File: config.mk
export PLATFORM = sky130hd
export DESIGN_NAME = morse_key_decoder_flat
export DESIGN_NICKNAME = d
export VERILOG_FILES = /design/src/hdl/mkd_pkg.sv /design/src/hdl/mkd_if.sv /design/src/hdl/mkd_front.sv /design/src/hdl/mkd_queue.sv /design/src/hdl/mkd_back.sv /design/src/hdl/morse_key_decoder.sv /design/src/flat_wrapper.sv
export SDC_FILE = /design/constraint.sdc
export NUM_CORES = 1
export LEC_CHECK = 0
export BUFFER_PORTS_ARGS = -buffer_cell sky130_fd_sc_hd__buf_4
export CELL_PAD_IN_SITES_DETAIL_PLACEMENT = 2
export CELL_PAD_IN_SITES_GLOBAL_PLACEMENT = 2
export CORE_ASPECT_RATIO = 0.75
export CORE_MARGIN = 1
export CORE_UTILIZATION = 35
export CTS_CLUSTER_DIAMETER = 80
export CTS_CLUSTER_SIZE = 24
export DETAILED_ROUTE_END_ITERATION = 8
export GPL_TIMING_DRIVEN = 0
export PLACE_DENSITY = 0.82
export SETUP_SLACK_MARGIN = 0.15
export SYNTH_ARGS = -nofsm -noshare
export SYNTH_HDL_FRONTEND = slang
export SYNTH_SLANG_ARGS = --single-unit
File: constraint.sdc
create_clock -name clk -period 2.7 [get_ports clk]
set_input_delay 0.27 -clock clk [delete_from_list [all_inputs] [get_ports clk]]
set_output_delay 0.27 -clock clk [all_outputs]
set_load 0.005 [all_outputs]
File: src/hdl/mkd_pkg.sv
package mkd_pkg;

  localparam int TIME_W      = 24;
  localparam int MAX_SYMBOLS = 5;
  localparam int CODE_COUNT  = 36;
  localparam int CFG_AW      = 4;
  localparam int CFG_DW      = 32;

  localparam logic [TIME_W-1:0] DOT_MIN_RESET  = TIME_W'(50000);
  localparam logic [TIME_W-1:0] DASH_MIN_RESET = TIME_W'(250000);
  localparam logic [TIME_W-1:0] HOLD_MAX_RESET = TIME_W'(700000);
  localparam logic [TIME_W-1:0] GAP_MIN_RESET  = TIME_W'(400000);

  typedef enum logic [1:0] {
    REG_DOT_MIN  = 2'd0,
    REG_DASH_MIN = 2'd1,
    REG_HOLD_MAX = 2'd2,
    REG_GAP_MIN  = 2'd3
  } reg_idx_t;

  typedef enum logic [2:0] {
    EV_NONE    = 3'd0,
    EV_CHAR    = 3'd1,
    EV_NOMATCH = 3'd2,
    EV_TOOMANY = 3'd3,
    EV_HELD    = 3'd4
  } event_t;

  typedef enum logic [2:0] {
    K_DOT   = 3'd0,
    K_DASH  = 3'd1,
    K_HELD  = 3'd2,
    K_PRESS = 3'd3,
    K_GAP   = 3'd4,
    K_QUIET = 3'd5
  } kind_t;

  typedef struct packed {
    logic  found;
    logic [5:0] index;
  } lookup_t;

  localparam logic [2:0] CODE_LEN [CODE_COUNT] = '{
    3'd5, 3'd5, 3'd5, 3'd5, 3'd5, 3'd5, 3'd5, 3'd5, 3'd5, 3'd5,
    3'd2, 3'd4, 3'd4, 3'd3, 3'd1, 3'd4, 3'd3, 3'd4, 3'd2,
    3'd4, 3'd3, 3'd4, 3'd2, 3'd2, 3'd3, 3'd4, 3'd4, 3'd3,
    3'd3, 3'd1, 3'd3, 3'd4, 3'd3, 3'd4, 3'd4, 3'd4
  };

  // Symbol k sits in bit k, a dash is a one.
  localparam logic [4:0] CODE_BITS [CODE_COUNT] = '{
    5'h1F, 5'h1E, 5'h1C, 5'h18, 5'h10, 5'h00, 5'h01, 5'h03, 5'h07, 5'h0F,
    5'h02, 5'h01, 5'h05, 5'h01, 5'h00, 5'h04, 5'h03, 5'h00, 5'h00,
    5'h0E, 5'h05, 5'h02, 5'h03, 5'h01, 5'h07, 5'h06, 5'h0B, 5'h02,
    5'h00, 5'h01, 5'h04, 5'h08, 5'h06, 5'h09, 5'h0D, 5'h03
  };

  function automatic lookup_t code_lookup(input logic [4:0] bits, input logic [2:0] count);
    lookup_t res;
    res = '0;
    for (int i = CODE_COUNT - 1; i >= 0; i--) begin
      if (CODE_LEN[i] == count && CODE_BITS[i] == bits) begin
        res.found = 1'b1;
        res.index = 6'(i);
      end
    end
    return res;
  endfunction

endpackage

File: src/hdl/mkd_if.sv
interface mkd_in_if import mkd_pkg::*; ();
  logic              valid;
  logic              ready;
  logic              operation;
  logic [TIME_W-1:0] duration_us;

  modport source (output valid, output operation, output duration_us, input ready);
  modport sink (input valid, input operation, input duration_us, output ready);
endinterface

interface mkd_out_if;
  logic       valid;
  logic       ready;
  logic [2:0] event_res;
  logic [5:0] char_index;

  modport source (output valid, output event_res, output char_index, input ready);
  modport sink (input valid, input event_res, input char_index, output ready);
endinterface

File: src/hdl/mkd_front.sv
module mkd_front import mkd_pkg::*; (
  input  logic              clk,
  input  logic              rst_n,
  input  logic              psel,
  input  logic              penable,
  input  logic              pwrite,
  input  logic [CFG_AW-1:0] paddr,
  input  logic [CFG_DW-1:0] pwdata,
  output logic [CFG_DW-1:0] prdata,
  output logic              pready,
  mkd_in_if.sink            in_ch,
  output logic              push_valid,
  input  logic              push_ready,
  output kind_t             push_kind
);

  logic [TIME_W-1:0] dot_min_r;
  logic [TIME_W-1:0] dash_min_r;
  logic [TIME_W-1:0] hold_max_r;
  logic [TIME_W-1:0] gap_min_r;
  reg_idx_t          reg_sel;
  logic              wr_en;
  logic [TIME_W-1:0] wr_val;
  logic [TIME_W-1:0] rd_val;
  logic [TIME_W-1:0] dur;
  logic              is_dot;

  assign pready  = 1'b1;
  assign reg_sel = reg_idx_t'(paddr[3:2]);
  assign wr_en   = psel && penable && pwrite;
  assign wr_val  = pwdata[TIME_W-1:0];

  always_ff @(posedge clk) begin
    if (!rst_n) begin
      dot_min_r  <= DOT_MIN_RESET;
      dash_min_r <= DASH_MIN_RESET;
      hold_max_r <= HOLD_MAX_RESET;
      gap_min_r  <= GAP_MIN_RESET;
    end else if (wr_en) begin
      unique case (reg_sel)
        REG_DOT_MIN:  dot_min_r  <= wr_val;
        REG_DASH_MIN: dash_min_r <= wr_val;
        REG_HOLD_MAX: hold_max_r <= wr_val;
        REG_GAP_MIN:  gap_min_r  <= wr_val;
        default: ;
      endcase
    end
  end

  always_comb begin
    unique case (reg_sel)
      REG_DOT_MIN:  rd_val = dot_min_r;
      REG_DASH_MIN: rd_val = dash_min_r;
      REG_HOLD_MAX: rd_val = hold_max_r;
      REG_GAP_MIN:  rd_val = gap_min_r;
      default:      rd_val = '0;
    endcase
  end

  assign prdata = CFG_DW'(rd_val);

  assign dur        = in_ch.duration_us;
  assign in_ch.ready = push_ready;
  assign push_valid  = in_ch.valid;
  assign is_dot      = (dur > dot_min_r) && (dur < dash_min_r);

  always_comb begin
    if (in_ch.operation) begin
      push_kind = (dur > gap_min_r) ? K_GAP : K_QUIET;
    end else begin
      priority if (is_dot) begin
        push_kind = K_DOT;
      end else if (dur > hold_max_r) begin
        push_kind = K_HELD;
      end else if (dur > dash_min_r) begin
        push_kind = K_DASH;
      end else begin
        push_kind = K_PRESS;
      end
    end
  end

endmodule

File: src/hdl/mkd_queue.sv
module mkd_queue import mkd_pkg::*; (
  input  logic  clk,
  input  logic  rst_n,
  input  logic  push_valid,
  output logic  push_ready,
  input  kind_t push_kind,
  output logic  pop_valid,
  input  logic  pop_ready,
  output kind_t pop_kind
);

  kind_t      mem_r [2];
  logic       wr_ptr_r;
  logic       rd_ptr_r;
  logic [1:0] cnt_r;
  logic       do_push;
  logic       do_pop;

  assign push_ready = (cnt_r != 2'd2);
  assign pop_valid  = (cnt_r != 2'd0);
  assign pop_kind   = mem_r[rd_ptr_r];
  assign do_push    = push_valid && push_ready;
  assign do_pop     = pop_valid && pop_ready;

  always_ff @(posedge clk) begin
    if (do_push) begin
      mem_r[wr_ptr_r] <= push_kind;
    end
  end

  always_ff @(posedge clk) begin
    if (!rst_n) begin
      wr_ptr_r <= 1'b0;
      rd_ptr_r <= 1'b0;
      cnt_r    <= 2'd0;
    end else begin
      if (do_push) begin
        wr_ptr_r <= ~wr_ptr_r;
      end
      if (do_pop) begin
        rd_ptr_r <= ~rd_ptr_r;
      end
      if (do_push && !do_pop) begin
        cnt_r <= cnt_r + 2'd1;
      end else if (do_pop && !do_push) begin
        cnt_r <= cnt_r - 2'd1;
      end
    end
  end

endmodule

File: src/hdl/mkd_back.sv
module mkd_back import mkd_pkg::*; (
  input  logic  clk,
  input  logic  rst_n,
  input  logic  pop_valid,
  output logic  pop_ready,
  input  kind_t pop_kind,
  mkd_out_if.source out_ch
);

  logic [4:0] bits_r;
  logic [4:0] bits_nxt;
  logic [2:0] count_r;
  logic [2:0] count_nxt;
  logic       armed_r;
  logic       armed_nxt;
  logic       valid_r;
  event_t     ev_r;
  event_t     ev_nxt;
  logic [5:0] ch_r;
  logic [5:0] ch_nxt;
  logic       take;
  logic       add_en;
  logic       add_dash;
  lookup_t    hit;

  assign pop_ready = !valid_r || out_ch.ready;
  assign take      = pop_valid && pop_ready;
  assign hit       = code_lookup(bits_r, count_r);

  always_comb begin
    bits_nxt  = bits_r;
    count_nxt = count_r;
    armed_nxt = armed_r;
    ev_nxt    = EV_NONE;
    ch_nxt    = '0;
    add_en    = 1'b0;
    add_dash  = 1'b0;
    unique case (pop_kind)
      K_DOT: begin
        armed_nxt = 1'b1;
        add_en    = 1'b1;
      end
      K_DASH: begin
        armed_nxt = 1'b1;
        add_en    = 1'b1;
        add_dash  = 1'b1;
      end
      K_HELD: begin
        armed_nxt = 1'b1;
        bits_nxt  = '0;
        count_nxt = '0;
        ev_nxt    = EV_HELD;
      end
      K_PRESS: begin
        armed_nxt = 1'b1;
      end
      K_GAP: begin
        if (armed_r) begin
          if (count_r > 3'(MAX_SYMBOLS)) begin
            ev_nxt = EV_TOOMANY;
          end else if (hit.found) begin
            ev_nxt = EV_CHAR;
            ch_nxt = hit.index;
          end else begin
            ev_nxt = EV_NOMATCH;
          end
          bits_nxt  = '0;
          count_nxt = '0;
          armed_nxt = 1'b0;
        end
      end
      default: ;
    endcase
    if (add_en) begin
      if (count_r < 3'(MAX_SYMBOLS)) begin
        bits_nxt  = bits_r | (5'(add_dash) << count_r);
        count_nxt = count_r + 3'd1;
      end else begin
        count_nxt = 3'(MAX_SYMBOLS + 1);
      end
    end
  end

  always_ff @(posedge clk) begin
    if (!rst_n) begin
      bits_r  <= '0;
      count_r <= '0;
      armed_r <= 1'b0;
      valid_r <= 1'b0;
    end else begin
      if (take) begin
        bits_r  <= bits_nxt;
        count_r <= count_nxt;
        armed_r <= armed_nxt;
        valid_r <= 1'b1;
      end else if (out_ch.ready) begin
        valid_r <= 1'b0;
      end
    end
  end

  always_ff @(posedge clk) begin
    if (take) begin
      ev_r <= ev_nxt;
      ch_r <= ch_nxt;
    end
  end

  assign out_ch.valid      = valid_r;
  assign out_ch.event_res  = ev_r;
  assign out_ch.char_index = ch_r;

endmodule

File: src/hdl/morse_key_decoder.sv
// A transaction accepted at the input goes through the queue into the back end's output
// register. Throughput: one transaction per cycle while the output is ready, set by the
// back end's state update; a two-entry queue lets input and output stall independently.
// Reset: synchronous, active low; thresholds return to their defaults, symbols and
// the armed flag clear, and the queue and output register empty.
module morse_key_decoder import mkd_pkg::*; (
  input  logic              clk,
  input  logic              rst_n,
  input  logic              psel,
  input  logic              penable,
  input  logic              pwrite,
  input  logic [CFG_AW-1:0] paddr,
  input  logic [CFG_DW-1:0] pwdata,
  output logic [CFG_DW-1:0] prdata,
  output logic              pready,
  mkd_in_if.sink            in_ch,
  mkd_out_if.source         out_ch
);

  logic  push_valid;
  logic  push_ready;
  kind_t push_kind;
  logic  pop_valid;
  logic  pop_ready;
  kind_t pop_kind;

  mkd_front u_front (
    .clk        (clk),
    .rst_n      (rst_n),
    .psel       (psel),
    .penable    (penable),
    .pwrite     (pwrite),
    .paddr      (paddr),
    .pwdata     (pwdata),
    .prdata     (prdata),
    .pready     (pready),
    .in_ch      (in_ch),
    .push_valid (push_valid),
    .push_ready (push_ready),
    .push_kind  (push_kind)
  );

  mkd_queue u_queue (
    .clk        (clk),
    .rst_n      (rst_n),
    .push_valid (push_valid),
    .push_ready (push_ready),
    .push_kind  (push_kind),
    .pop_valid  (pop_valid),
    .pop_ready  (pop_ready),
    .pop_kind   (pop_kind)
  );

  mkd_back u_back (
    .clk       (clk),
    .rst_n     (rst_n),
    .pop_valid (pop_valid),
    .pop_ready (pop_ready),
    .pop_kind  (pop_kind),
    .out_ch    (out_ch)
  );

endmodule

File: src/flat_wrapper.sv
// flat-port wrapper written by rule: the top's interface ports become plain ports
module morse_key_decoder_flat import mkd_pkg::*;
  (clk, rst_n, psel, penable, pwrite, paddr, pwdata, prdata, pready, in_ch_valid, in_ch_operation, in_ch_duration_us, in_ch_ready, out_ch_valid, out_ch_event_res, out_ch_char_index, out_ch_ready);
  mkd_in_if in_ch_i ();
  mkd_out_if out_ch_i ();
  input  logic clk;
  input  logic rst_n;
  input  logic psel;
  input  logic penable;
  input  logic pwrite;
  input  logic [CFG_AW-1:0] paddr;
  input  logic [CFG_DW-1:0] pwdata;
  output logic [CFG_DW-1:0] prdata;
  output logic pready;
  input wire logic [$bits(in_ch_i.valid)-1:0] in_ch_valid;
  input wire logic [$bits(in_ch_i.operation)-1:0] in_ch_operation;
  input wire logic [$bits(in_ch_i.duration_us)-1:0] in_ch_duration_us;
  output wire logic [$bits(in_ch_i.ready)-1:0] in_ch_ready;
  output wire logic [$bits(out_ch_i.valid)-1:0] out_ch_valid;
  output wire logic [$bits(out_ch_i.event_res)-1:0] out_ch_event_res;
  output wire logic [$bits(out_ch_i.char_index)-1:0] out_ch_char_index;
  input wire logic [$bits(out_ch_i.ready)-1:0] out_ch_ready;
  assign in_ch_i.valid = in_ch_valid;
  assign in_ch_i.operation = in_ch_operation;
  assign in_ch_i.duration_us = in_ch_duration_us;
  assign in_ch_ready = in_ch_i.ready;
  assign out_ch_valid = out_ch_i.valid;
  assign out_ch_event_res = out_ch_i.event_res;
  assign out_ch_char_index = out_ch_i.char_index;
  assign out_ch_i.ready = out_ch_ready;
  morse_key_decoder u_core (.clk(clk), .rst_n(rst_n), .psel(psel), .penable(penable), .pwrite(pwrite), .paddr(paddr), .pwdata(pwdata), .prdata(prdata), .pready(pready), .in_ch(in_ch_i), .out_ch(out_ch_i));
endmodule
* Yosys cells after proc, flatten, opt, wreduce, memory -nomap -nowiden
Memories as Yosys holds them, arrays and structs flattened. A register that Yosys moved wholly into a read port is not among the register bits.
Index checks and enable logic that the tools add are counted.
** Storage, ports and cells
- Bits in writable memories :: 6
- Input port bits :: 68
- Register bits after elaboration :: 119
- Logic and storage cells :: 202
- Memories kept :: 1
** Cells by class
- Shift operators :: 1
- Equality and inequality tests :: 32
- Muxes and demuxes :: 65
- Add/subtract/negate cells :: 3
- Bitwise operators :: 6
- $lt $le $gt $ge :: 7
- Reduce and logical (&&, ||, !) cells :: 69
** Memory list
- u_core.u_queue.mem_r :: depth 2, bits a word 3, rd ports 1, clocked after memory_dff 1, write ports 1, RTL line mkd_queue.sv:12 : kind_t mem_r [2];
** Operator list (number)
- $mux 7 :: 36
- $gt 24x24->1 :: 4
- $pmux 24 s4 :: 1
- $logic_and 1x1->1 :: 43
- $reduce_or 36->1 :: 1
- $eq 4x5->1 const A :: 6
- $eq 5x5->1 const A :: 5
- $lt 24x24->1 :: 1
- $eq 3x5->1 const A :: 4
- $reduce_or 20->1 :: 1
- $mux 2 :: 8
- $mux 5 :: 3
- $mux 3 :: 4
- $pmux 3 s2 :: 2
- $reduce_or 12->1 :: 1
- $eq 2x5->1 const A :: 2
- $pmux 5 s2 :: 1
- $reduce_and 2->1 :: 5
- $mux 1 :: 9
- $reduce_bool 2->1 :: 4
- $reduce_or 8->1 :: 1
- $eq 2x3->1 const A :: 2
- $eq 3x2->1 const B :: 2
- $eq 3x3->1 const A :: 2
- other kinds (28) :: 35

* Logic depth before layout (Yosys ltp)
Gate-level depths: netlist of run 1.
- Word-level depth :: 42
- Mapped depth :: 11
- Depth with buffers taken out :: 9

* Modules after synthesis
From an unflattened synthesis of run 1, not the netlist that was laid out.
** Unflattened totals
- Cell total of the unflattened synthesis :: 1019
- Area total of the unflattened synthesis :: 8588.2 um^2
** Modules (own cells, without submodules)
- mkd_front :: cells each 785, times used 1, area each 6528.8 um^2, sequential area each 1921.8 um^2
- mkd_back :: cells each 200, times used 1, area each 1611.5 um^2, sequential area each 470.5 um^2
- mkd_queue :: cells each 34, times used 1, area each 447.9 um^2, sequential area each 280.3 um^2

* Worst setup path before layout of run 1
No wires, ideal clock.
- Path type :: register -> register
- Start :: register u_core.u_back.count_r[2]
- End :: register u_core.u_back.ch_r[0], in the netlist u_core.u_back.out_ch.char_index[0], data pin
- Setup slack :: 0.361 ns
- Cell stages (with the launch flop) :: 12
- Library setup time :: 0.266 ns
- Path buffers :: 2
- Required time :: 2.434 ns
- Arrival time :: 2.073 ns
- Cells stage by stage :: dfxtp_1 > buf_4 > buf_2 > inv_1 > ha_1 > nor2b_1 > and4b_1 > a21o_1 > nor4_4 > nand4bb_2 > nand2b_2 > a211oi_2
** On the way
- Word-level cells in the longest chain between the ends :: 40
** Ends and longest elaborated chain
- start: declaration :: RTL line mkd_back.sv:12 : logic [2:0] count_r;
- start signal: assignment :: RTL line mkd_back.sv:93 : count_r <= count_nxt;
- $eq 3x3->1 :: RTL line mkd_pkg.sv:62 : if (CODE_LEN[i] == count && CODE_BITS[i] == bits) begin
- $logic_and 1x1->1 :: RTL line mkd_pkg.sv:62
- $mux 7 (36 in series) :: RTL line mkd_pkg.sv:62
- $not 1->1 (no line)
- $reduce_or 5->1 (no line)
- end signal: assignment :: RTL line mkd_back.sv:105 : ch_r <= ch_nxt;
- end: declaration :: RTL line mkd_back.sv:19 : logic [5:0] ch_r;
Several ways; a longest one is shown, not always the timed one.
A chain may end at the register's enable or synchronous reset.

* Worst setup path in the final report of run 1
- Start :: input paddr[3]
- End :: output prdata[18]
** On the way
- Word-level cells in the longest chain between the ends :: 2
** Ends and longest elaborated chain
- start: declaration :: RTL line flat_wrapper.sv:11 : input logic [CFG_AW-1:0] paddr;
- $eq 2x2->1, or another cell as far along :: RTL line mkd_front.sv:51 : unique case (reg_sel)
- $pmux 24 s4 (*) :: RTL line mkd_front.sv:51
- end: declaration :: RTL line flat_wrapper.sv:13 : output logic [CFG_DW-1:0] prdata;
Every way passes the cells marked *; elsewhere a longest branch is shown, timed or not.

==> flow_summary.toml, run 1 <==
[finish]
finalInstanceArea_um2 = 10700
nFillCells = 2685
final_cells = 1513
nets = 1338
drive_above_1_share = 0.184
syn_to_final_growth_pct = 22.6

[global_routing]
grt_pass1_wl_um = 55100
grt_pass1_vias = 9313
grt-ovfl-total = 0
grt_max_degree = 17
antenna_found_initial = 1
grt_usage = 0.292

[yosys]
ys.flop_type = "dfxtp_1"
synth_edf_count = 15
synth_top_cell_by_area = "dfxtp_1"
yosysWarnings = 0
synth_cells = 1042
ys_seq_area_frac = 0.307
ys_async_sr_fraction = 0
synth_seq_cells = 126
syn_area_per_cell_um2 = 8.35
synth_top_area_share = 0.255
ys_types = 73
synth_most_common_cell = "nand2_1"
synthTopCellsByArea = "dfxtp_1, ha_1, nand2_1"
synthTopCellsByCount = "nand2_1, dfxtp_1, inv_1, ha_1, a21boi_0"
syn-cell-area_um2 = 8700

[clocking]
root_buffer = "clkbuf_16"
clk_latency_ns = 0.43
cts.sinks = 126
htree_levels = 4
clockBufferDepth = 2
cts_buffers = 17
cts_tree = "yes"
path_clk_slew_ns = 0.06

[critical_path]
r2r_start = "u_core.u_front.dash_min_r[12]$_SDFFE_PN1P_"
setup.worst_path.end = "prdata[18]"
startpoint = "paddr[3]"
r2r_end = "u_core.u_queue.mem_r[1][0]$_DFFE_PP_"
required_ns = 2.43
ff2ff_setup_slack_ns = 0.21
cp.arrival_ns = 2.25
start_kind = "input port"
worstSetupPathType = "in2out"
ff2ff_path_depth = 11
path_max_fanout = 10
endpoint_kind = "output port"

[status]
status = "complete, no violations"

[sta]
fmax_ghz = 0.397
fin_tns_setup_ns = 0
maxSlewHeadroom = 0.217
worst_slew_pin_slew_ns = 1.17
rsz0062_at_grt = "false"
fin_crit_ns = 2.52
hold_viol = 0
finalCritPeriodShare = 0.934
report.final.setup_viol = 0
setup_ws_ns = 0.178
slew_violations = 0
fin_skew_ns = 0.0106

[drt]
vias = 8648
ant_nets = 0
wirelength_um = 36800
drc = 0
vias_per_cell = 5.72
routedWlPerCell_um = 24.3
drtIter0Drc = 529
drtPass1Iterations = 5

[power_and_ir_drop]
cellLeakagePower_nw = 4.31
powerDensity_nw_per_um2 = 544
vdd_drop_max_v = 0.000440
p_total_mw = 5.80

[placed_design]
dp.cells = 1471
routabilityCongestion = 0.910
post-dp-hpwl_um = 27800
placed_area_um2 = 9830
place_worst_setup_slack_ns = -0.0808
io_buffers = 91

[floorplan]
ios = 112
die_w_um = 184
rows = 49
dieArea_um2 = 25500
initial_core_util = 0.359
core_um2 = 24200
die_h_um = 139

[flow_run]
maxCapViolations = 0

[min_path]
holdCritPathClass = "in2reg"
worst max-delay path, stage by stage:
cell and delay (ns):
buf_4 0.09, clkbuf_1 0.47, clkbuf_1 0.76, mux4_2 0.48, buf_4 0.17
worst min path at each step:
stage	startpoint	to	slack [ns]	cells past startpoint
after CTS	pwdata[9]	u_core.u_front.dot_min_r[9]$_SDFFE_PN1P_	0.09	3
after floorplan	in_ch_operation	u_core.u_queue.mem_r[0][2]$_DFFE_PP_	0.37	0
final	pwdata[9]	u_core.u_front.dot_min_r[9]$_SDFFE_PN1P_	0.1	3
after detailed placement	u_core.u_front.dash_min_r[1]$_SDFFE_PN0P_	u_core.u_front.dash_min_r[1]$_SDFFE_PN0P_	0.48	2
after global routing	pwdata[9]	u_core.u_front.hold_max_r[9]$_SDFFE_PN1P_	0.11	3
after global placement	u_core.u_front.hold_max_r[14]$_SDFFE_PN0P_	u_core.u_front.hold_max_r[14]$_SDFFE_PN0P_	0.47	2
placed cells by master, fill, tap and decap left out, types with 5 or more instances in the layout:
cell / instances
nand4_1: 19
ha_1: 99
o22ai_1: 5
edfxtp_1: 15
dfxtp_1: 108
a21o_1: 11
and3_1: 7
a31oi_1: 8
o21a_1: 5
conb_1: 9
buf_2: 9
clkbuf_1: 33
clkbuf_16: 19
o21ai_0: 27
a21oi_1: 39
a21boi_0: 71
nor2_1: 49
mux4_2: 24
nor2b_1: 9
o211ai_1: 34
buf_6: 5
nand3_1: 19
nor3_1: 10
inv_1: 105
buf_4: 112
and2_1: 7
clkinv_4: 5
nand2_1: 203
nand2b_1: 9
flip-flops by register name, summed over array words and instances (netlist names), named ones only:
name                             count
u_core.u_back.count_r                3
u_core.u_queue.rd_ptr_r              1
u_core.u_queue.mem_r                 6
u_core.u_front.dot_min_r            24
u_core.u_back.out_ch.char_index      6
u_core.u_back.out_ch.valid           1
u_core.u_back.bits_r                 5
u_core.u_back.out_ch.event_res       3
u_core.u_front.dash_min_r           24
u_core.u_front.gap_min_r            24
u_core.u_queue.cnt_r                 2
u_core.u_back.armed_r                1
u_core.u_front.hold_max_r           24
u_core.u_queue.wr_ptr_r              1
cells by family (layout without fill, tap and decap cells):
logic type / Yosys count / count (layout) / share of synthesized area
xor gates and xnor gates: 5 / 5 / 0.00503
muxes: 27 / 27 / 0.0657
DFF: 126 / 126 / 0.307
and+or+nand+nor: 371 / 371 / 0.202
other: 2 / 10 / 0.000863
adders and majority gates: 102 / 102 / 0.147
AOI/OAI and AO/OA: 240 / 240 / 0.190
buffers and inverters: 169 / 301 / 0.0834
through the flow:
stage           util  hold slack (ns)
6_report       0.441           0.0970
5_1_grt        0.440            0.111
4_1_cts        0.434           0.0893
3_5_place_dp   0.406            0.484
3_3_place_gp   0.406            0.466
2_1_floorplan      -            0.369
final cells by class:
cell class	instances	area, µm²	share of cell area
clock buffer	21	503	0.0471
buffer	63	342	0.0320
timing repair buffer	100	751	0.0704
tap	331	414	0.0388
inverter	106	398	0.0373
antenna	1	2.50	0.000235
sequential	126	2680	0.251
multi-input combinational	754	5450	0.511
clock inverter	11	129	0.0121
timing repair:
action,4_1_cts,5_1_grt
endpoints found under the setup margin,9,10
pin swaps,3,7
setup buffers,2,7
hold buffers,0,0
resized for setup,11,20
metal layers:
metal | track usage | routed length [µm] | share of wire | vias to the layer above
li1 | - | - | - | 3881
met1 | 0.405 | 17500 | 0.47 | 4427
met2 | 0.445 | 16100 | 0.44 | 293
met3 | 0.0746 | 2510 | 0.068 | 47
met4 | 0.0811 | 687 | 0.019 | 0
met5 | 0 | 0 | 0 | -
where the power goes:
group	switching (mW)	internal (mW)
clock	0.949	1.52
combinational	0.690	0.510
sequential	0.0793	2.05
Power figures use the tool's default switching activity.
==> run 2, diff against run 1 <==
Settings changed: CORE_UTILIZATION 35 to 36, CTS_BUF_LIST from default to sky130_fd_sc_hd__clkbuf_8, PLACE_DENSITY 0.82 to 0.84, RECOVER_POWER from default to 25.
==> run 2 against run 1 <==
Against the previous run: register-to-register slack worse by 0.10 ns; routed wire length down 1.6%; critical path depth up 5; setup slack worse by 0.069 ns; clock power down 30%; sequential power about the same; largest cell class unchanged.
==> flow_summary.toml, run 2 (synthesis gave the netlist of run 1 again) <==
[status]
status = "complete, no violations"

[critical_path]
setup.worst_path.end = "u_core.u_queue.mem_r[0][0]$_DFFE_PP_"
endpoint_kind = "flip-flop"
start_kind = "flip-flop"
required_ns = 2.93
r2r_start = "u_core.u_front.dash_min_r[13]$_SDFFE_PN0P_"
ff2ff_path_depth = 10
cp.arrival_ns = 2.82
startpoint = "u_core.u_front.dash_min_r[13]$_SDFFE_PN0P_"
r2r_end = "u_core.u_queue.mem_r[0][0]$_DFFE_PP_"
path_max_fanout = 3
worstSetupPathType = "reg2reg"
ff2ff_setup_slack_ns = 0.11

[clocking]
clockBufferDepth = 2
htree_levels = 4
cts.sinks = 126
cts_tree = "yes"
path_clk_slew_ns = 0.10
root_buffer = "clkbuf_8"
cts_buffers = 17
clk_latency_ns = 0.49

[placed_design]
io_buffers = 91
dp.cells = 1440
routabilityCongestion = 0.930
placed_area_um2 = 9790
post-dp-hpwl_um = 27300

[global_routing]
grt_max_degree = 17
antenna_found_initial = 0
grt_pass1_vias = 9017
grt_usage = 0.297
grt_pass1_wl_um = 54200
grt-ovfl-total = 0

[power_and_ir_drop]
cellLeakagePower_nw = 4.14
vdd_drop_max_v = 0.000350
powerDensity_nw_per_um2 = 486

[drt]
wirelength_um = 36200
vias_per_cell = 5.73
drc = 0
drtIter0Drc = 452
vias = 8449
drtPass1Iterations = 5
ant_nets = 0
routedWlPerCell_um = 24.6

[finish]
syn_to_final_growth_pct = 19.1
utilization = 0.444
diodes = 0
final_cell_mix = "nand2_1, inv_1, dfxtp_1"
final_cells = 1475
drive_above_1_share = 0.182
finalInstanceArea_um2 = 10400
nets = 1332
mostFrequentLayoutCell = "nand2_1"

[floorplan]
die_w_um = 182
rows = 48
initial_core_util = 0.373
ios = 112
core_um2 = 23400
dieArea_um2 = 24800
die_h_um = 137

[sta]
hold_viol = 0
rsz0062_at_grt = "false"
fin_tns_setup_ns = 0
slew_violations = 0
maxSlewHeadroom = 0.278
finalCritPeriodShare = 0.960
report.final.setup_viol = 0
fin_skew_ns = 0.0151
worst_slew_pin_slew_ns = 1.08
fmax_ghz = 0.386
fin_crit_ns = 2.59

[min_path]
holdCritPathClass = "in2reg"

[flow_run]
maxCapViolations = 0
-- run 2: cell types whose count changed in the layout (fill, tap and decap cells not counted), sizes merged --
cell,delta
clkinv,-4
clkinvlp,+2
diode,-1
buf,-21
inv,+6
clkbuf,+11
-- run 2: layout make-up --
type / count / area, µm²
Clock inverter: 15 / 164
Inverter: 106 / 398
Tap cell: 300 / 375
Fill cell: 2649 / 13000
Clock buffer: 17 / 234
Buffer: 63 / 337
Sequential cell: 126 / 2680
Multi-Input combinational cell: 754 / 5480
Timing Repair Buffer: 94 / 698
-- run 2: how the worst min path moves through the flow --
| stage | startpoint | slack (ns) | endpoint | cells past startpoint |
|---|---|---|---|---|
| after detailed placement | u_core.u_front.dot_min_r[2]$_SDFFE_PN0P_ | 0.48 | u_core.u_front.dot_min_r[2]$_SDFFE_PN0P_ | 2 |
| after floorplan | in_ch_operation | 0.37 | u_core.u_queue.mem_r[0][2]$_DFFE_PP_ | 0 |
| after global placement | u_core.u_front.hold_max_r[16]$_SDFFE_PN0P_ | 0.47 | u_core.u_front.hold_max_r[16]$_SDFFE_PN0P_ | 2 |
| after global routing | pwdata[14] | 0.05 | u_core.u_front.dot_min_r[14]$_SDFFE_PN1P_ | 3 |
| after CTS | pwdata[6] | 0.03 | u_core.u_front.dot_min_r[6]$_SDFFE_PN1P_ | 3 |
| final | pwdata[6] | 0.05 | u_core.u_front.dot_min_r[6]$_SDFFE_PN1P_ | 3 |
-- run 2: repair_timing --
item | 4_1_cts | 5_1_grt
hold buffers | 0 | 0
gates resized for setup | 14 | 24
setup endpoints to repair | 9 | 9
setup buffers | 2 | 1
pin swaps | 3 | 8
-- run 2: worst max-delay path: stages, from the launching register on --
cell,delay [ns]
dfxtp_2,0.36
inv_1,0.07
ha_1,0.33
nand4_1,0.27
o21ai_2,0.13
o221a_4,0.30
nor4_4,0.34
a21oi_2,0.11
a21oi_2,0.17
o211ai_1,0.10
buf_4,0.17
-- run 2: power by group --
| group | internal (mW) | switching, mW | total (mW) | leakage, nW |
|---|---|---|---|---|
| clock network | 0.832 | 0.892 | 1.72 | 0.191 |
| logic | 0.495 | 0.692 | 1.19 | 2.90 |
| registers | 2.05 | 0.0768 | 2.13 | 1.05 |
| total | 3.38 | 1.66 | 5.04 | 4.14 |
-- run 2: layer usage --
| metal | track usage | up-vias | wire [µm] |
|---|---|---|---|
| li1 | - | 3873 | - |
| met1 | 0.412 | 4279 | 17500 |
| met2 | 0.460 | 255 | 15900 |
| met3 | 0.0676 | 42 | 2320 |
| met4 | 0.0852 | 0 | 489 |
| met5 | 0 | - | 0 |
-- run 2: through the flow --
stage                     power [mW]  hold slack, ns  worst slack (ns)
final                           5.04          0.0502             0.109
after global routing            5.25          0.0511            0.0790
after floorplan                 2.78           0.369             0.361
after detailed placement        3.31           0.475            -0.104
after CTS                       5.06          0.0264             0.152
after global placement          3.24           0.467           -0.0236
